`src/rtl/axgrad_pkg.sv`:
```
// ----------------------------------------------------------------------------
// axgrad_pkg
// Shared types, constants and helper functions for the axisymmetric
// gradient block: state codes, accumulator indexes, item layout.
// ----------------------------------------------------------------------------
package axgrad_pkg;

   // default fraction bits of the Q format
   localparam int FRAC_BITS_DEF = 16;

   // accumulator count and index width
   localparam int N_ACC   = 6;
   localparam int ACC_IW  = 3;

   // accumulator indexes, also the order of the multiply steps
   localparam logic [ACC_IW-1:0] ACC_RR     = 3'd0;
   localparam logic [ACC_IW-1:0] ACC_RZ     = 3'd1;
   localparam logic [ACC_IW-1:0] ACC_ZR     = 3'd2;
   localparam logic [ACC_IW-1:0] ACC_ZZ     = 3'd3;
   localparam logic [ACC_IW-1:0] ACC_RADIAL = 3'd4;
   localparam logic [ACC_IW-1:0] ACC_RADIUS = 3'd5;
   // step after the last product: only the final add runs
   localparam logic [ACC_IW-1:0] STEP_FLUSH = 3'd6;

   // channel widths
   localparam int REQ_DATA_W = 192;
   localparam int RSP_DATA_W = 160;

   // saturation bounds
   localparam logic signed [63:0] S64_MAX = 64'sh7FFF_FFFF_FFFF_FFFF;
   localparam logic signed [63:0] S64_MIN = 64'sh8000_0000_0000_0000;
   localparam logic signed [63:0] S32_MAX = 64'sh0000_0000_7FFF_FFFF;
   localparam logic signed [63:0] S32_MIN = 64'shFFFF_FFFF_8000_0000;

   // sequencer states
   typedef enum logic [2:0] {
      ST_IDLE,
      ST_MAC,
      ST_FIN,
      ST_DIV,
      ST_EMIT
   } axg_state_type;

   // one node item as held during its multiply steps
   typedef struct packed {
      logic signed [31:0] shape_value;
      logic signed [31:0] dshape_r;
      logic signed [31:0] dshape_z;
      logic        [30:0] radius_coord;
      logic signed [31:0] vec_r;
      logic signed [31:0] vec_z;
   } axg_item_type;

   // sequencer controls toward the multiply-accumulate unit
   typedef struct packed {
      logic              mul_en;
      logic [ACC_IW-1:0] sel;
      logic              clear;
   } axg_mac_ctrl_type;

   // 64-bit add, saturating at the signed bounds
   function automatic logic signed [63:0] sat_add64(input logic signed [63:0] a,
                                                    input logic signed [63:0] b);
      logic signed [64:0] s;
      s = {a[63], a} + {b[63], b};
      if (s[64] && !s[63]) return S64_MIN;
      else if (!s[64] && s[63]) return S64_MAX;
      else return s[63:0];
   endfunction

   // clamp a 64-bit value to signed 32 bits
   function automatic logic [31:0] sat32(input logic signed [63:0] v);
      logic signed [63:0] c;
      if (v > S32_MAX) c = S32_MAX;
      else if (v < S32_MIN) c = S32_MIN;
      else c = v;
      return c[31:0];
   endfunction

endpackage

```
`src/rtl/axisym_gradient_at_point.sv`:
```
// ----------------------------------------------------------------------------
// axisym_gradient_at_point
// Axisymmetric deformation or velocity gradient at one integration point.
// ----------------------------------------------------------------------------
// Usage: each req item carries one node of an element (shape value, its r and
// z derivatives, node radius, nodal vector); req_tlast marks the element's
// last node. The block sums the 2x2 in-plane gradient, the interpolated
// radius and the radial component, and on the last node sends one rsp item
// holding g_rr, g_rz, g_zr, g_zz and the hoop term, with rsp_tuser set when
// the interpolated radius was zero (hoop term saturated then).
// csr_wr_en writes the mode bit: 0 adds the identity, 1 starts from zero.
// A node passes through an accept step, six products through one shared
// multiplier and accumulate stage, and one flush. The last node adds the
// result reads, the restoring divider (one quotient bit a cycle) and the load
// of the output register before rsp_tvalid. req_tready is high only while idle.
// A stalled receiver holds the result in the output register; the next
// element is accepted and summed meanwhile, and waits only to be emitted.
// Reset clears the accumulators, the mode bit and both valid flags.
// ----------------------------------------------------------------------------
module axisym_gradient_at_point
   import axgrad_pkg::*;
#(
   parameter int FRAC_BITS = FRAC_BITS_DEF
) (
   input  logic                  clock,
   input  logic                  reset,
   // input items
   input  logic                  req_tvalid,
   output logic                  req_tready,
   // shape_value[31:0], dshape_r[63:32], dshape_z[95:64], radius_coord[126:96],
   // vec_r[158:127], vec_z[190:159], zero[191]
   input  logic [REQ_DATA_W-1:0] req_tdata,
   input  logic                  req_tlast,
   // result items
   output logic                  rsp_tvalid,
   input  logic                  rsp_tready,
   // g_rr[31:0], g_rz[63:32], g_zr[95:64], g_zz[127:96], g_hoop[159:128]
   output logic [RSP_DATA_W-1:0] rsp_tdata,
   // radius_zero[0]
   output logic                  rsp_tuser,
   // configuration
   input  logic                  csr_wr_en,
   input  logic                  csr_wr_data
);

   axg_state_type    state_ff, state_in;
   logic [2:0]       cnt_ff, cnt_in;
   axg_item_type     item_ff;
   logic             last_ff;
   logic             mode_ff;
   axg_mac_ctrl_type mac_ctrl;

   logic signed [63:0] rd_data;
   logic signed [63:0] acc_radial;
   logic signed [63:0] acc_radius;
   logic               div_start;
   logic               div_done;
   logic [33:0]        div_mag;

   logic signed [63:0] one_val;
   logic signed [63:0] plane_val;
   logic signed [63:0] mag_ext;
   logic signed [63:0] hoop_val;
   logic [31:0]        hoop_res;

   logic [31:0] w_g_ff [4];
   logic [31:0] w_hoop_ff;
   logic        w_rz_ff;
   logic        rz_ff;
   logic        radial_neg_ff;
   logic        quo_neg_ff;

   logic [RSP_DATA_W-1:0] rsp_data_ff;
   logic                  rsp_user_ff;
   logic                  rsp_valid_ff;

   logic req_acc;
   logic out_load;
   logic fin_write;

   assign req_acc = req_tvalid && req_tready;

   // mode register
   always_ff @(posedge clock) begin
      if (reset) mode_ff <= 1'b0;
      else if (csr_wr_en) mode_ff <= csr_wr_data;
   end

   // node item capture
   always_ff @(posedge clock) begin
      if (req_acc) begin
         item_ff.shape_value  <= req_tdata[31:0];
         item_ff.dshape_r     <= req_tdata[63:32];
         item_ff.dshape_z     <= req_tdata[95:64];
         item_ff.radius_coord <= req_tdata[126:96];
         item_ff.vec_r        <= req_tdata[158:127];
         item_ff.vec_z        <= req_tdata[190:159];
         last_ff              <= req_tlast;
      end
   end

   // sequencer state
   always_ff @(posedge clock) begin
      if (reset) begin
         state_ff <= ST_IDLE;
         cnt_ff   <= '0;
      end else begin
         state_ff <= state_in;
         cnt_ff   <= cnt_in;
      end
   end

   // next state and controls
   always_comb begin
      state_in     = state_ff;
      cnt_in       = cnt_ff;
      req_tready   = 1'b0;
      mac_ctrl     = '0;
      div_start    = 1'b0;
      out_load     = 1'b0;
      fin_write    = 1'b0;
      unique case (state_ff)
         ST_IDLE: begin
            req_tready = 1'b1;
            if (req_tvalid) begin
               cnt_in   = '0;
               state_in = ST_MAC;
            end
         end
         ST_MAC: begin
            mac_ctrl.sel    = cnt_ff;
            mac_ctrl.mul_en = (cnt_ff != STEP_FLUSH);
            if (cnt_ff == STEP_FLUSH) begin
               cnt_in   = '0;
               state_in = last_ff ? ST_FIN : ST_IDLE;
            end else begin
               cnt_in = cnt_ff + 1'b1;
            end
         end
         ST_FIN: begin
            mac_ctrl.sel = cnt_ff;
            fin_write    = 1'b1;
            if (cnt_ff == ACC_ZZ) begin
               div_start      = 1'b1;
               mac_ctrl.clear = 1'b1;
               state_in       = ST_DIV;
            end else begin
               cnt_in = cnt_ff + 1'b1;
            end
         end
         ST_DIV: begin
            if (div_done) state_in = ST_EMIT;
         end
         ST_EMIT: begin
            if (!rsp_valid_ff || rsp_tready) begin
               out_load = 1'b1;
               state_in = ST_IDLE;
            end
         end
         default: state_in = ST_IDLE;
      endcase
   end

   // shared multiply-accumulate unit
   axgrad_mac u_mac (
      .clock      (clock),
      .reset      (reset),
      .item       (item_ff),
      .ctrl       (mac_ctrl),
      .rd_data    (rd_data),
      .acc_radial (acc_radial),
      .acc_radius (acc_radius)
   );

   // hoop divider
   axgrad_div #(
      .FRAC_BITS (FRAC_BITS)
   ) u_div (
      .clock (clock),
      .reset (reset),
      .start (div_start),
      .num   (acc_radial),
      .den   (acc_radius),
      .done  (div_done),
      .mag   (div_mag)
   );

   // identity term, read when the result is formed
   assign one_val = mode_ff ? 64'sd0 : (64'sd1 <<< FRAC_BITS);

   // in-plane term: floor shift, identity on the diagonal
   always_comb begin
      plane_val = rd_data >>> FRAC_BITS;
      if (mac_ctrl.sel == ACC_RR || mac_ctrl.sel == ACC_ZZ) plane_val = plane_val + one_val;
   end

   always_ff @(posedge clock) begin
      if (fin_write) w_g_ff[cnt_ff[1:0]] <= sat32(plane_val);
   end

   // sign and zero-radius capture at divider start
   always_ff @(posedge clock) begin
      if (div_start) begin
         rz_ff         <= (acc_radius == 64'sd0);
         radial_neg_ff <= acc_radial[63];
         quo_neg_ff    <= acc_radial[63] ^ acc_radius[63];
      end
   end

   // hoop term: signed quotient plus identity, or the zero-radius limit
   assign mag_ext  = $signed({30'd0, div_mag});
   assign hoop_val = (quo_neg_ff ? -mag_ext : mag_ext) + one_val;
   always_comb begin
      if (rz_ff) hoop_res = radial_neg_ff ? 32'h8000_0000 : 32'h7FFF_FFFF;
      else hoop_res = sat32(hoop_val);
   end

   always_ff @(posedge clock) begin
      if (div_done) begin
         w_hoop_ff <= hoop_res;
         w_rz_ff   <= rz_ff;
      end
   end

   // output register
   always_ff @(posedge clock) begin
      if (out_load) begin
         rsp_data_ff <= {w_hoop_ff, w_g_ff[3], w_g_ff[2], w_g_ff[1], w_g_ff[0]};
         rsp_user_ff <= w_rz_ff;
      end
      if (reset) rsp_valid_ff <= 1'b0;
      else if (out_load) rsp_valid_ff <= 1'b1;
      else if (rsp_tready) rsp_valid_ff <= 1'b0;
   end

   assign rsp_tvalid = rsp_valid_ff;
   assign rsp_tdata  = rsp_data_ff;
   assign rsp_tuser  = rsp_user_ff;

`ifndef SYNTHESIS
   // zero-radius flag comes with a saturated hoop term
   assert property (@(posedge clock) disable iff (reset)
      rsp_tvalid && rsp_tuser |->
         (rsp_tdata[159:128] == 32'h7FFF_FFFF || rsp_tdata[159:128] == 32'h8000_0000))
      else $error("radius_zero set without saturated hoop term");

   // accumulators are clear once the divider has taken its operands
   assert property (@(posedge clock) disable iff (reset)
      div_start |=> (acc_radial == 64'sd0 && acc_radius == 64'sd0))
      else $error("accumulators not cleared after result pass");

   // divider finishes only while the sequencer waits for it
   assert property (@(posedge clock) disable iff (reset)
      div_done |-> state_ff == ST_DIV)
      else $error("divider done outside wait state");

   // an item is taken only while no node is in flight
   assert property (@(posedge clock) disable iff (reset)
      req_acc |=> state_ff == ST_MAC && cnt_ff == 3'd0)
      else $error("accepted item did not start multiply steps");
`endif

endmodule

```
`src/rtl/axgrad_mac.sv`:
```
// ----------------------------------------------------------------------------
// axgrad_mac
// Shared 32x32 signed multiplier with a product register, followed by a
// saturating 64-bit add into one of six accumulators, one product a cycle.
// ----------------------------------------------------------------------------
module axgrad_mac
   import axgrad_pkg::*;
(
   input  logic               clock,
   input  logic               reset,
   input  axg_item_type       item,
   input  axg_mac_ctrl_type   ctrl,
   output logic signed [63:0] rd_data,
   output logic signed [63:0] acc_radial,
   output logic signed [63:0] acc_radius
);

   logic signed [31:0] op_a;
   logic signed [31:0] op_b;
   logic signed [63:0] prod_in;
   logic signed [63:0] prod_ff;
   logic               pvalid_ff;
   logic [ACC_IW-1:0]  psel_ff;
   logic signed [63:0] acc_ff [N_ACC];

   // operand selection per step
   always_comb begin
      unique case (ctrl.sel)
         ACC_RR: begin
            op_a = item.dshape_r;
            op_b = item.vec_r;
         end
         ACC_RZ: begin
            op_a = item.dshape_z;
            op_b = item.vec_r;
         end
         ACC_ZR: begin
            op_a = item.dshape_r;
            op_b = item.vec_z;
         end
         ACC_ZZ: begin
            op_a = item.dshape_z;
            op_b = item.vec_z;
         end
         ACC_RADIAL: begin
            op_a = item.shape_value;
            op_b = item.vec_r;
         end
         ACC_RADIUS: begin
            op_a = item.shape_value;
            op_b = $signed({1'b0, item.radius_coord});
         end
         default: begin
            op_a = '0;
            op_b = '0;
         end
      endcase
   end

   assign prod_in = op_a * op_b;

   // product register and its tag
   always_ff @(posedge clock) begin
      prod_ff <= prod_in;
      if (reset) begin
         pvalid_ff <= 1'b0;
         psel_ff   <= '0;
      end else begin
         pvalid_ff <= ctrl.mul_en;
         psel_ff   <= ctrl.sel;
      end
   end

   // saturating accumulate, cleared after each element
   always_ff @(posedge clock) begin
      if (reset || ctrl.clear) begin
         for (int i = 0; i < N_ACC; i++) acc_ff[i] <= '0;
      end else if (pvalid_ff) begin
         acc_ff[psel_ff] <= sat_add64(acc_ff[psel_ff], prod_ff);
      end
   end

   // read port for the result pass
   always_comb begin
      unique case (ctrl.sel)
         ACC_RR:     rd_data = acc_ff[ACC_RR];
         ACC_RZ:     rd_data = acc_ff[ACC_RZ];
         ACC_ZR:     rd_data = acc_ff[ACC_ZR];
         ACC_ZZ:     rd_data = acc_ff[ACC_ZZ];
         ACC_RADIAL: rd_data = acc_ff[ACC_RADIAL];
         ACC_RADIUS: rd_data = acc_ff[ACC_RADIUS];
         default:    rd_data = '0;
      endcase
   end

   assign acc_radial = acc_ff[ACC_RADIAL];
   assign acc_radius = acc_ff[ACC_RADIUS];

endmodule

```
`src/rtl/axgrad_div.sv`:
```
// ----------------------------------------------------------------------------
// axgrad_div
// Restoring divider for the hoop term: |num| * 2^FRAC_BITS / |den|,
// truncated, one quotient bit a cycle; quotients of 2^33 and up are capped.
// ----------------------------------------------------------------------------
module axgrad_div
   import axgrad_pkg::*;
#(
   parameter int FRAC_BITS = FRAC_BITS_DEF
) (
   input  logic               clock,
   input  logic               reset,
   input  logic               start,
   input  logic signed [63:0] num,
   input  logic signed [63:0] den,
   output logic               done,
   output logic [33:0]        mag
);

   localparam int QBITS    = 33;
   localparam int HI_SHIFT = QBITS - FRAC_BITS;
   localparam int CNT_W    = $clog2(QBITS + 1);

   logic [63:0]            num_mag;
   logic [63:0]            den_mag;
   logic [63+FRAC_BITS:0]  num_scaled;
   logic [63:0]            num_hi;
   logic [64:0]            trial;
   logic                   take;

   logic [63:0]      den_ff;
   logic [63:0]      rem_ff;
   logic [QBITS-1:0] low_ff;
   logic [QBITS-1:0] quo_ff;
   logic             ovf_ff;
   logic [CNT_W-1:0] cnt_ff;
   logic             busy_ff;
   logic             done_ff;

   // magnitudes and the numerator split into head and bits to bring down
   assign num_mag    = num[63] ? 64'(-num) : 64'(num);
   assign den_mag    = den[63] ? 64'(-den) : 64'(den);
   assign num_scaled = {num_mag, FRAC_BITS'(0)};
   assign num_hi     = num_mag >> HI_SHIFT;

   // one restoring step
   assign trial = {rem_ff, low_ff[QBITS-1]};
   assign take  = trial >= {1'b0, den_ff};

   // datapath registers
   always_ff @(posedge clock) begin
      if (start) begin
         den_ff <= den_mag;
         rem_ff <= num_hi;
         low_ff <= num_scaled[QBITS-1:0];
         quo_ff <= '0;
         ovf_ff <= num_hi >= den_mag;
      end else if (busy_ff) begin
         rem_ff <= take ? 64'(trial - {1'b0, den_ff}) : trial[63:0];
         low_ff <= {low_ff[QBITS-2:0], 1'b0};
         quo_ff <= {quo_ff[QBITS-2:0], take};
      end
   end

   // iteration control
   always_ff @(posedge clock) begin
      if (reset) begin
         busy_ff <= 1'b0;
         done_ff <= 1'b0;
         cnt_ff  <= '0;
      end else begin
         done_ff <= 1'b0;
         if (start) begin
            busy_ff <= 1'b1;
            cnt_ff  <= CNT_W'(QBITS);
         end else if (busy_ff) begin
            cnt_ff <= cnt_ff - 1'b1;
            if (cnt_ff == CNT_W'(1)) begin
               busy_ff <= 1'b0;
               done_ff <= 1'b1;
            end
         end
      end
   end

   assign done = done_ff;
   assign mag  = ovf_ff ? (34'd1 << QBITS) : {1'b0, quo_ff};

endmodule

```
`config.mk`:
```
export PLATFORM = sky130hd
export DESIGN_NAME = axisym_gradient_at_point
export DESIGN_NICKNAME = d
export VERILOG_FILES = /design/src/rtl/axgrad_pkg.sv /design/src/rtl/axisym_gradient_at_point.sv /design/src/rtl/axgrad_mac.sv /design/src/rtl/axgrad_div.sv
export SDC_FILE = /design/constraint.sdc
export NUM_CORES = 2
export LEC_CHECK = 0
export ABC_AREA = 1
export BUFFER_PORTS_ARGS = -buffer_cell sky130_fd_sc_hd__buf_2
export CAP_MARGIN = 20
export CELL_PAD_IN_SITES_DETAIL_PLACEMENT = 1
export CELL_PAD_IN_SITES_GLOBAL_PLACEMENT = 2
export CORE_AREA = 2 2 485 487
export CTS_BUF_LIST = sky130_fd_sc_hd__clkbuf_16
export CTS_CLUSTER_DIAMETER = 80
export DETAILED_ROUTE_END_ITERATION = 6
export DIE_AREA = 0 0 487 489
export PLACE_DENSITY = 0.95
export SLEW_MARGIN = 20
export SYNTH_ARGS = -nofsm -noshare
export SYNTH_HDL_FRONTEND = slang
export SYNTH_SLANG_ARGS = --single-unit
export TNS_END_PERCENT = 1
```
`constraint.sdc`:
```
create_clock -name clock -period 25.7 [get_ports clock]
set_input_delay 5.14 -clock clock [delete_from_list [all_inputs] [get_ports clock]]
set_output_delay 5.14 -clock clock [all_outputs]
set_load 0.01 [all_outputs]
```
; ---- After elaboration in Yosys (flattened, before gate mapping)
; Memory sizes are Yosys's and may differ from the RTL's. A register that Yosys moved wholly into a read port is not among the register bits.
; Cells that the tools add are included.
[classes]
n_addsub = 9
n_mul = 1
n_lt_le_gt_ge = 6
eq_ne = 19
n_mux = 62
bitwise = 3
reduce_logical = 27
[op_table]
columns = cell, count
row1 = $mux 64, 10
row2 = $pmux 64 s6, 1
row3 = $mux 32, 7
row4 = $pmux 32 s3, 2
row5 = $gt 64x32->1 const B, 2
row6 = $lt 64x32->1 const B, 2
row7 = $neg 64->64, 2
row8 = $mux 47, 2
row9 = $mux 33, 2
row10 = $add 64x64->65, 1
row11 = $ge 65x64->1, 1
row12 = $add 64x18->64, 1
row13 = $ge 47x64->1, 1
row14 = $logic_not 64->1, 1
row15 = $mul 32x32->64, 1
row16 = $neg 34->64, 1
row17 = $reduce_or 64->1, 1
row18 = $sub 64x64->64, 1
row19 = $add 48x18->49, 1
row20 = $mux 34, 1
row21 = $mux 3, 11
row22 = $mux 1, 20
row23 = $mux 17, 1
row24 = $eq 3x2->1 const B, 5
row25 = 24 further kinds, 49
[word_totals]
ff_bits = 652
mem_bits_rw = 512
in_bits = 199
out_inout_bits = 163
word_cells = 160
n_memories = 2
[memory_table]
columns = name, words, width, rd, rd_ports_with_merged_regs, wr, line
row1 = u_mac.acc_ff, 6, 64, 7, 1, 6, axgrad_mac.sv:24  ; logic signed [63:0] acc_ff [N_ACC];
row2 = w_g_ff, 4, 32, 4, 4, 1, axisym_gradient_at_point.sv:66  ; logic [31:0] w_g_ff [4];

; ---- Logic depth before layout (Yosys ltp)
[logic_depth]
ltp_word = 11
depth_mapped = 48
ltp_nobuf = 42

; ---- Cells and area by module
; Synthesis repeated with hierarchy kept, for this count alone.
[unflattened]
cells_unflattened = 12485
hier_area_um2 = 107476.8
[modules_own_cells]
columns = mod, n_inst, cells_per_inst, area_per_inst_um2, seq_area_each_um2
row1 = axgrad_mac, 1, 8191, 69098.8, 16736.1
row2 = axisym_gradient_at_point, 1, 1315, 19677.6, 15685.0
row3 = axgrad_div, 1, 2979, 18700.4, 5034.8

; ---- Least setup slack after synthesis
; No wires, ideal clock.
[synth_path]
path_type = input to register
startpoint = in req_tvalid
endpoint = reg item_ff[0] in the netlist's numbering (enable)
setup_ns = 0.747
t_arrival_ns = 13.067
t_required_ns = 24.953
path_slack_ns = 11.886
path_stages = 2
path_buffers = 0
cell_sequence = inv_1 > nor2_1
[synth_between]
elab_chain_cells = 1
[synth_rtl]
columns = element, line
row1 = from (decl), axisym_gradient_at_point.sv:28  ; input logic req_tvalid,
row2 = $logic_and 1x1->1, axisym_gradient_at_point.sv:81  ; assign req_acc = req_tvalid && req_tready;
row3 = named net req_acc, axisym_gradient_at_point.sv:77  ; logic req_acc;
row4 = to (decl), axisym_gradient_at_point.sv:48  ; axg_item_type item_ff;
; The timed path passes the listed nets, and every way through them passes these cells.
; A chain may end at the register's enable or synchronous reset.

; ---- Final worst setup path
[layout_path]
startpoint = reg state_ff[1]
endpoint = reg u_mac.prod_ff[59]
[layout_between]
elab_chain_cells = 7
word_cells_on_any_way = 18
classes_between = mul: 1 / eq/ne: 7 / mux: 3 / reduce/logical: 7
[layout_rtl]
columns = element, line
row1 = from (decl), axisym_gradient_at_point.sv:46  ; axg_state_type state_ff, state_in;
row2 = from (signal assigned), axisym_gradient_at_point.sv:108  ; state_ff <= state_in;
row3 = $eq 3x1->1 / $eq 3x2->1 (equally long branches), axisym_gradient_at_point.sv:122  ; unique case (state_ff)
row4 = $reduce_or 2->1 (no line) (*), -
row5 = $mux 3 (*), axisym_gradient_at_point.sv:122
row6 = "$eq 3x1->1, or another cell as far along", axgrad_mac.sv:28  ; unique case (ctrl.sel)
row7 = $reduce_or 3->1 (no line) / $reduce_or 2->1 (equally long branches), -
row8 = $pmux 32 s3, axgrad_mac.sv:28
row9 = $mul 32x32->64 (*), axgrad_mac.sv:60  ; assign prod_in = op_a * op_b;
row10 = named net u_mac.prod_in[59], axgrad_mac.sv:20  ; logic signed [63:0] prod_in;
row11 = to (signal assigned), axgrad_mac.sv:64  ; prod_ff <= prod_in;
row12 = to (decl), axgrad_mac.sv:21  ; logic signed [63:0] prod_ff;
; The timed path passes the listed nets; every way through them passes the cells marked *.

==> metrics.yaml <==
cts:
  clk_pin_slew_ns: 0.06
  htreeDepth: 4
  cts-resized-gates: 0
  ctsHoldBuffers: 0
  cts_tree: "built"
  cts.path.max_buffers: 3
  cts-root-buf: "clkbuf_16"
  cts_setup_buffers: 0
  clock_latency_ns: 0.86
  cts_buffers: 149
  cts_sinks: 1292
die:
  io_pins: 362
  core_um2: 234000
  dieArea_um2: 238000
  placementRows: 178
  die_h_um: 489
  die_w_um: 487
  start_util_pct: 43.7
timing:
  tightestPinTransition_ns: 1.21
  setup_viol: 0
  final_max_slew_viol_count: 0
  fin_skew_ns: 0.0957
  fin_ws_ns: 12.76
  rsz0062_at_grt: "no"
  min_period_over_period_pct: 50.3
  slew_headroom_pct: 19.4
  timing.fmax_ghz: 0.0773
  tns_ns: 0
  hold-worst-slack_ns: 0.378
  post-route-min-period_ns: 12.94
  hold_violations: 0
run:
  drv_cap: 0
drt:
  vias: 83800
  via_per_inst: 5.66
  first_iter_violations: 7487
  first_pass_iters: 6
  route.antenna.remaining_nets: 0
  drc_errors: 0
  drt_wl_total_um: 385000
  wl_per_cell_um: 26.0
status:
  status: "finished clean"
worst_setup_path:
  startpoint_type: "register"
  r2r_setup_slack_ns: 12.76
  max_stage_delay_ns: 1.02
  r2r-start: "state_ff[1]$_SDFFE_PP0P_"
  slowest_stage: "fa_1"
  cp-startpoint: "state_ff[1]$_SDFFE_PP0P_"
  required_ns: 26.43
  crit_path_end_kind: "register"
  crit_path_end: "u_mac.prod_ff[59]$_DFF_P_"
  criticalPathCategory: "reg -> reg"
  reg2reg_depth: 34
  arrival_ns: 13.67
  worstPathMaxFanout: 43
  r2r-end: "u_mac.prod_ff[59]$_DFF_P_"
place:
  post-dp-hpwl_um: 294000
  pre_cts_slack_ns: 13.01
  port_buffers: 360
  routabilityCongestion: 0.990
grt:
  antenna_found_initial: 16
  grt_pass1_vias: 92500
  grt_overflow: 0
  grt_pass1_wl_um: 575000
  grt_max_degree: 150
  grt_usage_pct: 32.3
logic_synthesis:
  synthCells: 11400
  synth_compound_area_share_pct: 8.33
  synth_async_sr_flop_share_pct: 0
  synthFlopType: "edfxtp_1"
  syn_area_per_cell_um2: 8.97
  syn_nets: 13000
  synth_mux_area_share_pct: 0
  yosysUniqueCellTypes: 64
  synth.largest_area_cell: "edfxtp_1"
  yosys_warnings: 0
  synth.area.top_cells: "edfxtp_1 34%, fa_1 21%, nand2_1 7.4%"
  yosys_register_bits: 1292
  yosys.area_share.simple_pct: 17.0
  synthAdderAreaFrac_pct: 25.8
  synth.cell_area_um2: 102000
  synth-edff-count: 1158
  synth_top_family_by_area: "adder cells"
  yosysSeqAreaShare_pct: 36.7
  synth-xor-area-share_pct: 3.04
  yosysTopAreaCellShare_pct: 34.1
min_path:
  min_path_cells: 0
  hold_class: "reg -> reg"
  hold_start: "w_g_ff[2][25]$_DFFE_PP_"
final_layout:
  drive_above_1_share_pct: 7.60
  num-nets-final: 13300
  syn_to_final_growth_pct: 10.3
## placed cells by master (no fill, tap or decap), drive strengths merged, types with 259 or more instances in the layout
master / Yosys / final
a21oi: 434 / 434
buf: 85 / 516
edfxtp: 1158 / 1158
fa: 1084 / 1084
ha: 373 / 373
inv: 1976 / 2019
nand2: 2020 / 2020
nand3: 259 / 259
nor2: 1847 / 1847
o21ai: 623 / 623
## how the worst min path moves through the flow
stage / slack [ns] / to
2_1_floorplan: 0.40 / rsp_tdata[0]$_DFFE_PP_
3_3_place_gp: 0.40 / rsp_tdata[156]$_DFFE_PP_
3_5_place_dp: 0.41 / rsp_tdata[110]$_DFFE_PP_
4_1_cts: 0.39 / rsp_tdata[89]$_DFFE_PP_
5_1_grt: 0.39 / rsp_tdata[89]$_DFFE_PP_
6_report: 0.38 / rsp_tdata[89]$_DFFE_PP_
## layer usage
metal | GRT usage [%] | share of wire (%)
met5 | 0 | 0.012
met4 | 17.4 | 6.3
met3 | 6.97 | 8.5
met2 | 55.2 | 48
met1 | 37.8 | 37
## flip-flops by register name, summed over array words and instances, names as in the netlist, 3 cells and up
| register | count |
|---|---|
| u_mac.acc_ff | 512 |
| item_ff | 191 |
| rsp_tdata | 160 |
| w_g_ff | 128 |
| u_div.den_ff | 64 |
| u_div.rem_ff | 64 |
| u_mac.prod_ff | 64 |
| u_div.quo_ff | 33 |
| w_hoop_ff | 32 |
| u_div.low_ff | 17 |
| u_div.cnt_ff | 6 |
| cnt_ff | 3 |
| state_ff | 3 |
| u_mac.psel_ff | 3 |
## synthesized netlist by cell type, types with 36 or more instances
cell type  count
a21oi_1      433
a22oi_1       64
a31oi_1      145
buf_1         37
clkbuf_1     337
clkinv_1      36
dfxtp_1      134
edfxtp_1    1158
fa_1        1084
ha_1         373
inv_1       1963
nand2_1     2013
nand3_1      251
nand4_1       71
nor2_1      1824
nor3_1        69
o21ai_0      610
o22ai_1       55
xnor2_1      117
xor2_1       233
## per-stage QoR
step | cells | util, % | area (um^2)
after global routing | 14800 | 48.2 | 113000
after global placement | 14500 | 46.1 | 108000
final | 14800 | 48.2 | 113000
after floorplan | 11400 | - | 102000
after detailed placement | 14500 | 46.1 | 108000
after CTS | 14800 | 48.2 | 113000
## final cells by class
cell class                 count  area [um^2]
antenna                        7         17.5
clock buffer                 153         3830
clock inverter               115          983
fill                       27000       121000
inverter                    2012         7560
multi-input combinational   7651        55800
sequential                  1292        37500
tap                         3060         3830
timing repair buffer         516         3080
## worst max-delay path, delay by kind of cell, from the launching register on
kind                       cells  cell delay, ns
AOI/OAI and AO/OA              7            2.02
and+or+nand+nor                4            1.36
xor gates and xnor gates       1            0.16
buffers and inverters         13            3.54
DFF                            1            0.55
adders and majority gates      9            4.95
## cell families (layout without fill, tap and decap cells)
kind of cell    count (synthesis)  after routing
compound gates               1500           1500
xor+xnor                      352            352
fa+ha+maj                    1457           1457
buf+inv                      2434           2796
flops                        1292           1292
other cells                     0              7
simple gates                 4342           4342
Power is not shown: default switching activity piles up to over one toggle a cycle in this logic, so the estimate is an artifact.
